===== src/rtl/pncq_pkg.sv =====
package pncq_pkg;

	localparam int unsigned NumEntries = 5;
	localparam int unsigned ChanW      = 8;
	localparam int unsigned NumChan    = 4;
	localparam int unsigned ColorW     = ChanW * NumChan;
	localparam int unsigned DistW      = 18;
	localparam int unsigned IdxW       = 3;
	localparam int unsigned CfgIdxW    = 3;

	localparam logic [CfgIdxW-1:0] RegMode = CfgIdxW'(NumEntries);

	localparam logic [NumEntries-1:0][ColorW-1:0] PaletteReset = {
		32'h001F08FF,
		32'h044C1AFF,
		32'h1E7F23FF,
		32'h46B421FF,
		32'h79EB00FF
	};

	localparam logic ModeReset = 1'b1;

	// px[0] red, px[1] green, px[2] blue, px[3] alpha
	typedef logic [NumChan-1:0][ChanW-1:0] pixel_t;

	typedef struct packed {
		logic              valid;
		logic              take;
		pixel_t            px;
		logic [DistW-1:0]  score;
		logic [IdxW-1:0]   idx;
		logic [ColorW-1:0] color;
	} token_t;

	typedef struct packed {
		logic               wr;
		logic [CfgIdxW-1:0] index;
		logic [ColorW-1:0]  data;
	} cfg_wr_t;

endpackage


===== src/rtl/palette_nearest_color_quantizer_top.sv =====
// Channel   Direction  Signals                                         Transfer when
// pixel     in         start, busy, pixel_red/green/blue/alpha         start && !busy
// result    out        done, out_red/green/blue/alpha, replaced,       done
//                      chosen_entry
// config    in         cfg_valid, cfg_ready, cfg_index, cfg_data       cfg_valid && cfg_ready
//
// One pixel per cycle; busy is always low. A pixel passes the premultiply registers s1
// and s2, the s1 and s2 registers of each of the five palette cells, then the output register.
// Reset loads the default palette and Manhattan mode; no clearing pass.
// The receiver cannot stall: each result is presented for one cycle with done.
module palette_nearest_color_quantizer_top (
	input  logic                          clk,
	input  logic                          arst_n,
	input  logic                          start,
	output logic                          busy,
	input  logic [7:0]                    pixel_red,
	input  logic [7:0]                    pixel_green,
	input  logic [7:0]                    pixel_blue,
	input  logic [7:0]                    pixel_alpha,
	output logic                          done,
	output logic [7:0]                    out_red,
	output logic [7:0]                    out_green,
	output logic [7:0]                    out_blue,
	output logic [7:0]                    out_alpha,
	output logic                          replaced,
	output logic [2:0]                    chosen_entry,
	input  logic                          cfg_valid,
	output logic                          cfg_ready,
	input  logic [pncq_pkg::CfgIdxW-1:0]  cfg_index,
	input  logic [pncq_pkg::ColorW-1:0]   cfg_data
);

	logic                 mode_q;
	pncq_pkg::cfg_wr_t    cfg;
	pncq_pkg::pixel_t     px_in;
	pncq_pkg::token_t     tok [pncq_pkg::NumEntries+1];

	logic                 done_q;
	pncq_pkg::pixel_t     out_px_q;
	logic                 replaced_q;
	logic [2:0]           chosen_q;

	assign busy      = 1'b0;
	assign cfg_ready = 1'b1;

	always_comb begin
		cfg.wr    = cfg_valid && cfg_ready;
		cfg.index = cfg_index;
		cfg.data  = cfg_data;
		px_in[0]  = pixel_red;
		px_in[1]  = pixel_green;
		px_in[2]  = pixel_blue;
		px_in[3]  = pixel_alpha;
	end

	always_ff @(posedge clk or negedge arst_n) begin
		if (!arst_n) begin
			mode_q <= pncq_pkg::ModeReset;
		end else if (cfg.wr && cfg.index == pncq_pkg::RegMode) begin
			mode_q <= cfg.data[0];
		end
	end

	pncq_prep u_prep (
		.clk    (clk),
		.arst_n (arst_n),
		.mode   (mode_q),
		.in_valid (start && !busy),
		.px_in  (px_in),
		.tok_o  (tok[0])
	);

	for (genvar i = 0; i < pncq_pkg::NumEntries; i++) begin : g_cell
		pncq_cell #(
			.Idx        (pncq_pkg::IdxW'(i)),
			.ResetColor (pncq_pkg::PaletteReset[i])
		) u_cell (
			.clk    (clk),
			.arst_n (arst_n),
			.mode   (mode_q),
			.cfg    (cfg),
			.tok_i  (tok[i]),
			.tok_o  (tok[i+1])
		);
	end

	always_ff @(posedge clk or negedge arst_n) begin
		if (!arst_n) begin
			done_q <= 1'b0;
		end else begin
			done_q <= tok[pncq_pkg::NumEntries].valid;
		end
	end

	always_ff @(posedge clk) begin
		if (tok[pncq_pkg::NumEntries].take) begin
			for (int k = 0; k < 4; k++) begin
				out_px_q[k] <= tok[pncq_pkg::NumEntries].color[(3-k)*8 +: 8];
			end
			replaced_q <= 1'b1;
			chosen_q   <= tok[pncq_pkg::NumEntries].idx;
		end else begin
			out_px_q   <= tok[pncq_pkg::NumEntries].px;
			replaced_q <= 1'b0;
			chosen_q   <= '0;
		end
	end

	assign done         = done_q;
	assign out_red      = out_px_q[0];
	assign out_green    = out_px_q[1];
	assign out_blue     = out_px_q[2];
	assign out_alpha    = out_px_q[3];
	assign replaced     = replaced_q;
	assign chosen_entry = chosen_q;

endmodule


===== src/rtl/pncq_prep.sv =====
module pncq_prep (
	input  logic                    clk,
	input  logic                    arst_n,
	input  logic                    mode,
	input  logic                    in_valid,
	input  pncq_pkg::pixel_t        px_in,
	output pncq_pkg::token_t        tok_o
);

	logic                    valid_s1;
	pncq_pkg::pixel_t        px_s1;
	logic [2:0][15:0]        prod_s1;

	logic                    valid_s2;
	pncq_pkg::token_t        tok_s2;

	pncq_pkg::pixel_t        px_pm;
	logic                    take;
	logic [16:0]             acc [3];

	always_ff @(posedge clk or negedge arst_n) begin
		if (!arst_n) begin
			valid_s1 <= 1'b0;
		end else begin
			valid_s1 <= in_valid;
		end
	end

	always_ff @(posedge clk) begin
		px_s1 <= px_in;
		for (int k = 0; k < 3; k++) begin
			prod_s1[k] <= {8'b0, px_in[k]} * {8'b0, px_in[3]};
		end
	end

	// floor(p/255) for p <= 255*255: (p + 1 + (p >> 8)) >> 8
	always_comb begin
		for (int k = 0; k < 3; k++) begin
			acc[k] = {1'b0, prod_s1[k]} + 17'd1 + {9'b0, prod_s1[k][15:8]};
			px_pm[k] = mode ? acc[k][15:8] : px_s1[k];
		end
		px_pm[3] = px_s1[3];
		if (mode) begin
			take = px_s1[3] != 8'd0;
		end else begin
			take = (px_s1[0] != 8'd0) && (px_s1[1] != 8'd0) &&
				(px_s1[2] != 8'd0) && (px_s1[3] != 8'd0);
		end
	end

	always_ff @(posedge clk or negedge arst_n) begin
		if (!arst_n) begin
			valid_s2 <= 1'b0;
		end else begin
			valid_s2 <= valid_s1;
		end
	end

	always_ff @(posedge clk) begin
		tok_s2.valid <= valid_s1;
		tok_s2.take  <= take;
		tok_s2.px    <= px_pm;
		tok_s2.score <= '0;
		tok_s2.idx   <= '0;
		tok_s2.color <= '0;
	end

	always_comb begin
		tok_o       = tok_s2;
		tok_o.valid = valid_s2;
	end

endmodule


===== src/rtl/pncq_cell.sv =====
module pncq_cell #(
	parameter logic [pncq_pkg::IdxW-1:0]   Idx        = '0,
	parameter logic [pncq_pkg::ColorW-1:0] ResetColor = pncq_pkg::PaletteReset[0]
) (
	input  logic                 clk,
	input  logic                 arst_n,
	input  logic                 mode,
	input  pncq_pkg::cfg_wr_t    cfg,
	input  pncq_pkg::token_t     tok_i,
	output pncq_pkg::token_t     tok_o
);

	logic [pncq_pkg::ColorW-1:0] color_q;

	logic                        valid_s1;
	pncq_pkg::token_t            tok_s1;
	logic [3:0][15:0]            term_s1;

	logic                        valid_s2;
	pncq_pkg::token_t            tok_s2;

	logic [7:0]                  pal [4];
	logic [7:0]                  d [4];
	logic [15:0]                 term [4];
	logic [pncq_pkg::DistW-1:0]  cand_score;
	logic                        win;

	always_ff @(posedge clk or negedge arst_n) begin
		if (!arst_n) begin
			color_q <= ResetColor;
		end else if (cfg.wr && cfg.index == pncq_pkg::CfgIdxW'(Idx)) begin
			color_q <= cfg.data;
		end
	end

	always_comb begin
		for (int k = 0; k < 4; k++) begin
			pal[k]  = color_q[(3-k)*8 +: 8];
			d[k]    = (pal[k] > tok_i.px[k]) ? pal[k] - tok_i.px[k] : tok_i.px[k] - pal[k];
			term[k] = mode ? {8'b0, d[k]} : ({8'b0, d[k]} * {8'b0, d[k]});
		end
	end

	always_ff @(posedge clk or negedge arst_n) begin
		if (!arst_n) begin
			valid_s1 <= 1'b0;
			valid_s2 <= 1'b0;
		end else begin
			valid_s1 <= tok_i.valid;
			valid_s2 <= valid_s1;
		end
	end

	always_ff @(posedge clk) begin
		tok_s1 <= tok_i;
		for (int k = 0; k < 4; k++) begin
			term_s1[k] <= term[k];
		end
	end

	always_comb begin
		cand_score = pncq_pkg::DistW'(term_s1[0]) + pncq_pkg::DistW'(term_s1[1]) +
			pncq_pkg::DistW'(term_s1[2]) + pncq_pkg::DistW'(term_s1[3]);
		win = (Idx == '0) || (cand_score < tok_s1.score);
	end

	always_ff @(posedge clk) begin
		tok_s2 <= tok_s1;
		if (win) begin
			tok_s2.score <= cand_score;
			tok_s2.idx   <= Idx;
			tok_s2.color <= color_q;
		end
	end

	always_comb begin
		tok_o       = tok_s2;
		tok_o.valid = valid_s2;
	end

endmodule


===== config.mk =====
export PLATFORM = sky130hd
export DESIGN_NAME = palette_nearest_color_quantizer_top
export DESIGN_NICKNAME = d
export VERILOG_FILES = /design/src/rtl/pncq_pkg.sv /design/src/rtl/palette_nearest_color_quantizer_top.sv /design/src/rtl/pncq_prep.sv /design/src/rtl/pncq_cell.sv
export SDC_FILE = /design/constraint.sdc
export NUM_CORES = 2
export LEC_CHECK = 0
export BUFFER_PORTS_ARGS = -buffer_cell sky130_fd_sc_hd__buf_2
export CAP_MARGIN = 10
export CORE_ASPECT_RATIO = 1.2
export CORE_MARGIN = 5
export CORE_UTILIZATION = 50
export DETAILED_ROUTE_END_ITERATION = 6
export GPL_TIMING_DRIVEN = 0
export PLACE_DENSITY = 0.73
export SLEW_MARGIN = 15
export SYNTH_ARGS = -nofsm -noshare
export SYNTH_HDL_FRONTEND = slang
export SYNTH_SLANG_ARGS = --single-unit

===== constraint.sdc =====
create_clock -name clk -period 8.4 [get_ports clk]
set_input_delay 0.42 -clock clk [delete_from_list [all_inputs] [get_ports clk]]
set_output_delay 0.42 -clock clk [all_outputs]
set_load 0.1 [all_outputs]

==> metrics.txt <==
final setup skew around 48 ps; average wire length per cell after detail routing ~19 microns; Avg Vias per Cell about 5.2; class of the most critical hold timing path in2async; register area share after synthesis between 30 and 40%; fraction of synthesized cell area taken by the top area cell type between 20 and 30%; commonest non-fill, non-tap cell in the layout sky130_fd_sc_hd__inv_1; most used cells in the layout excluding fill and tap cells sky130_fd_sc_hd__inv_1, sky130_fd_sc_hd__ha_1, sky130_fd_sc_hd__dfxtp_1; final net count 12733; cell occurring most often along the worst timing path sky130_fd_sc_hd__inv_1; achievable clock frequency around 120 MHz; clock-pin transition on the worst setup and hold timing paths approximately 70 ps; fraction of synthesis flops using an asynchronous set or reset pin about an eighth; Longest Clk Path Bufs 3; Post-CTS Setup Bufs 0; combinational family with the most area after synthesis adder cells; standard cell with the maximum stage delay on the critical path sky130_fd_sc_hd__xor2_1; area leader, netlist sky130_fd_sc_hd__dfxtp_1; minimum period implied by the final worst setup slack between 8000 and 9000 ps; Detailed Route WL roughly 250 mm; required time at the endpoint of the critical path 9140 ps; setup-violating endpoint count in the final report 0; Fin Setup TNS 0 ps; Maximum Capacitance Violations 0; Boundary Pins between 100 and 150; core outline area approximately 190000 sq um; max-slew violation count 0; ratio of final minimum period to clock period 96.0%; Compound-Gate Fraction of Synth Area roughly a tenth; area growth from synthesis to layout 10.1%; Overflow after GRT 0; post-CTS sizing 0; number of rows in the core area between 150 and 200; violated checks design-rule violations; share of cells above drive strength 1 about 8.3%; type of element launching the critical path flip-flop; Root Driver sky130_fd_sc_hd__clkbuf_16; Total Die Area 204000 sq um; wire length of the first global-routing pass roughly 400 mm; antenna violations before repair 15; crit path max fanout 10; crit path DAT ~9000 ps; routed via count 70249; relative slew slack around 15%; pin count of the biggest net entering global routing 76; routability congestion estimate 0.937; result of the run finished, violations left; number of sinks driven by the clock tree 1418; number of flops mapped to enable cells by yosys 0; Slew @ Worst Pin about 1300 ps; hold violation total from the final report 0; Post-Synthesis Cell Area 97300 sq um; xor-xnor portion of the synthesized cell area 5.78%; Critical Path Sink Type flip-flop; unrepaired setup endpoints after global routing false; most used flip-flop cell after synthesis sky130_fd_sc_hd__dfxtp_1; adder-cell area share of the yosys netlist 31.3%; Setup WS pre-CTS 443 ps; average footprint of a synthesized cell ~9.4 sq um; highest cell delay on the worst timing path 1000 ps; R2R setup slack roughly 340 ps; Yosys reg bits 1418; floorplan die width 413 microns; first drt pass iteration count 7; number of nets still failing antenna checks after routing 0; CP Class reg2reg; number of CTS-inserted buffers between 100 and 150; CTS tree done; Detailed Place HPWL a little over 200 mm; drt first-iter violations 3947; via count of the first global-routing pass around 73000; die outline height a little under 500 microns; Worst Reg-to-Reg Cells 29; distinct cell type count after synthesis between 90 and 100; R2R Path End g_cell[0].u_cell.term_s1[31]; simple-gate portion of the synthesized area about a tenth; leading cell types by total area after synthesis sky130_fd_sc_hd__dfxtp_1, sky130_fd_sc_hd__ha_1, sky130_fd_sc_hd__fa_1, sky130_fd_sc_hd__inv_1, sky130_fd_sc_hd__nor2_1; GRT Resource Usage Total between 20% and 30%; post-detailed-route DRC marker count 16; cts hold-fix bufs between 60 and 70; proportion of synthesized area in mux cells 3.86%; initial core utilization between 50% and 60%; Clock Latency Late Sink 840 ps; worst flop-to-flop path startpoint g_cell[0].u_cell.color_q[16]; Syn Inst Count 10335; number of I/O port buffers ~110; H-tree depth 4; number of warnings reported in the yosys synthesis log 0; setup slack of the critical path after layout roughly 340 ps
==> area by class of cell <==
cell class	instances	area [sq um]
clock buffers	194	4000
repair buffers	182	1390
diodes	8	20.0
multi-input cells	6800	60100
flip-flops and latches	1418	29400
fillers	16853	86600
plain buffers	232	977
clock inverters	80	1030
inverters	1889	7090
well taps	2595	3250
==> synthesized netlist by cell type, types with 22 or more instances <==
| master | n |
|---|---|
| sky130_fd_sc_hd__inv_1 | 1885 |
| sky130_fd_sc_hd__ha_1 | 1257 |
| sky130_fd_sc_hd__dfxtp_1 | 1244 |
| sky130_fd_sc_hd__nor2_1 | 962 |
| sky130_fd_sc_hd__fa_1 | 736 |
| sky130_fd_sc_hd__a21oi_1 | 542 |
| sky130_fd_sc_hd__nand2_1 | 495 |
| sky130_fd_sc_hd__xnor2_1 | 385 |
| sky130_fd_sc_hd__o21ai_0 | 348 |
| sky130_fd_sc_hd__xor2_1 | 251 |
| sky130_fd_sc_hd__a21o_1 | 232 |
| sky130_fd_sc_hd__mux2_2 | 223 |
| sky130_fd_sc_hd__clkbuf_1 | 190 |
| sky130_fd_sc_hd__nor3_1 | 148 |
| sky130_fd_sc_hd__and2_1 | 147 |
| sky130_fd_sc_hd__mux2i_1 | 119 |
| sky130_fd_sc_hd__o21bai_1 | 102 |
| sky130_fd_sc_hd__nand3_1 | 101 |
| sky130_fd_sc_hd__or2_2 | 100 |
| sky130_fd_sc_hd__dfstp_2 | 88 |
| sky130_fd_sc_hd__dfrtp_1 | 86 |
| sky130_fd_sc_hd__o21a_1 | 63 |
| sky130_fd_sc_hd__nor2b_1 | 60 |
| sky130_fd_sc_hd__nand2b_1 | 58 |
| sky130_fd_sc_hd__or3_1 | 41 |
| sky130_fd_sc_hd__and3_1 | 33 |
| sky130_fd_sc_hd__nand4_1 | 33 |
| sky130_fd_sc_hd__a221oi_1 | 29 |
| sky130_fd_sc_hd__o41ai_1 | 29 |
| sky130_fd_sc_hd__buf_2 | 25 |
| sky130_fd_sc_hd__a31oi_1 | 22 |
==> stage by stage <==
stage / hold WS [ps] / instance area (sq um) / util (%) / cells
after floorplan: 124 / 97400 / - / 10339
final: 59.0 / 107000 / 55.3 / 13398
after global placement: 310 / 101000 / 52.2 / 13041
after detailed placement: 301 / 101000 / 52.4 / 13051
after global routing: 41.0 / 107000 / 55.3 / 13392
after CTS: 5.43 / 107000 / 55.3 / 13390
==> worst max path at each step <==
stage	startpoint	to	slack (ps)	cells after the start
2_1_floorplan	g_cell[3].u_cell.color_q[8]	g_cell[3].u_cell.term_s1[47]	1670	29
3_3_place_gp	g_cell[0].u_cell.color_q[16]	g_cell[0].u_cell.term_s1[31]	550	29
3_5_place_dp	g_cell[0].u_cell.color_q[16]	g_cell[0].u_cell.term_s1[31]	440	29
4_1_cts	g_cell[0].u_cell.color_q[16]	g_cell[0].u_cell.term_s1[31]	390	29
5_1_grt	g_cell[0].u_cell.color_q[16]	g_cell[0].u_cell.term_s1[31]	30	29
6_report	g_cell[0].u_cell.color_q[16]	g_cell[0].u_cell.term_s1[31]	340	29
==> logic make-up (layout without fill, tap and decap cells) <==
kind of cell / count (synthesis) / in the layout
mux: 346 / 346
compound gates: 1585 / 1585
xor+xnor: 639 / 639
other cells: 2 / 14
simple gates: 2231 / 2231
fa+ha+maj: 1993 / 1993
flops: 1418 / 1418
buf+inv: 2121 / 2577
==> state kept, by name, summed over array words and instances, names as in the netlist <==
| signal | cells |
|---|---|
| g_cell.u_cell.tok_o | 405 |
| g_cell.u_cell.tok_s1 | 370 |
| g_cell.u_cell.term_s1 | 320 |
| g_cell.u_cell.color_q | 160 |
| u_prep.prod_s1 | 48 |
| u_prep.tok_o | 33 |
| u_prep.px_s1 | 24 |
| out_alpha | 8 |
| out_blue | 8 |
| out_green | 8 |
| out_red | 8 |
| u_prep.px_pm | 8 |
| g_cell.u_cell.valid_s1 | 5 |
| g_cell.u_cell.valid_s2 | 5 |
| chosen_entry | 3 |
| done | 1 |
| mode_q | 1 |
| replaced | 1 |
| u_prep.valid_s1 | 1 |
| u_prep.valid_s2 | 1 |
==> worst max-delay path, delay by kind of cell (launching register included) <==
kind / cells / cell delay (ps)
AOI/OAI and AO/OA: 9 / 1560
muxes: 1 / 240
xor gates and xnor gates: 1 / 1000
and+or+nand+nor: 5 / 1050
DFF: 1 / 550
buffers and inverters: 7 / 1110
adders and majority gates: 6 / 2430
==> routing by layer <==
layer	global-route usage, %	part of all wire [%]	vias up
met2	42.2	48	1737
met1	29.5	41	34087
li1	-	-	33858
met3	3.26	4.7	561
met4	13.8	6.5	6
met5	0	0.020	-
Power is left out: the tool's default activity adds up to more than one toggle a clock period on the data nets, which glitch-free logic cannot reach.
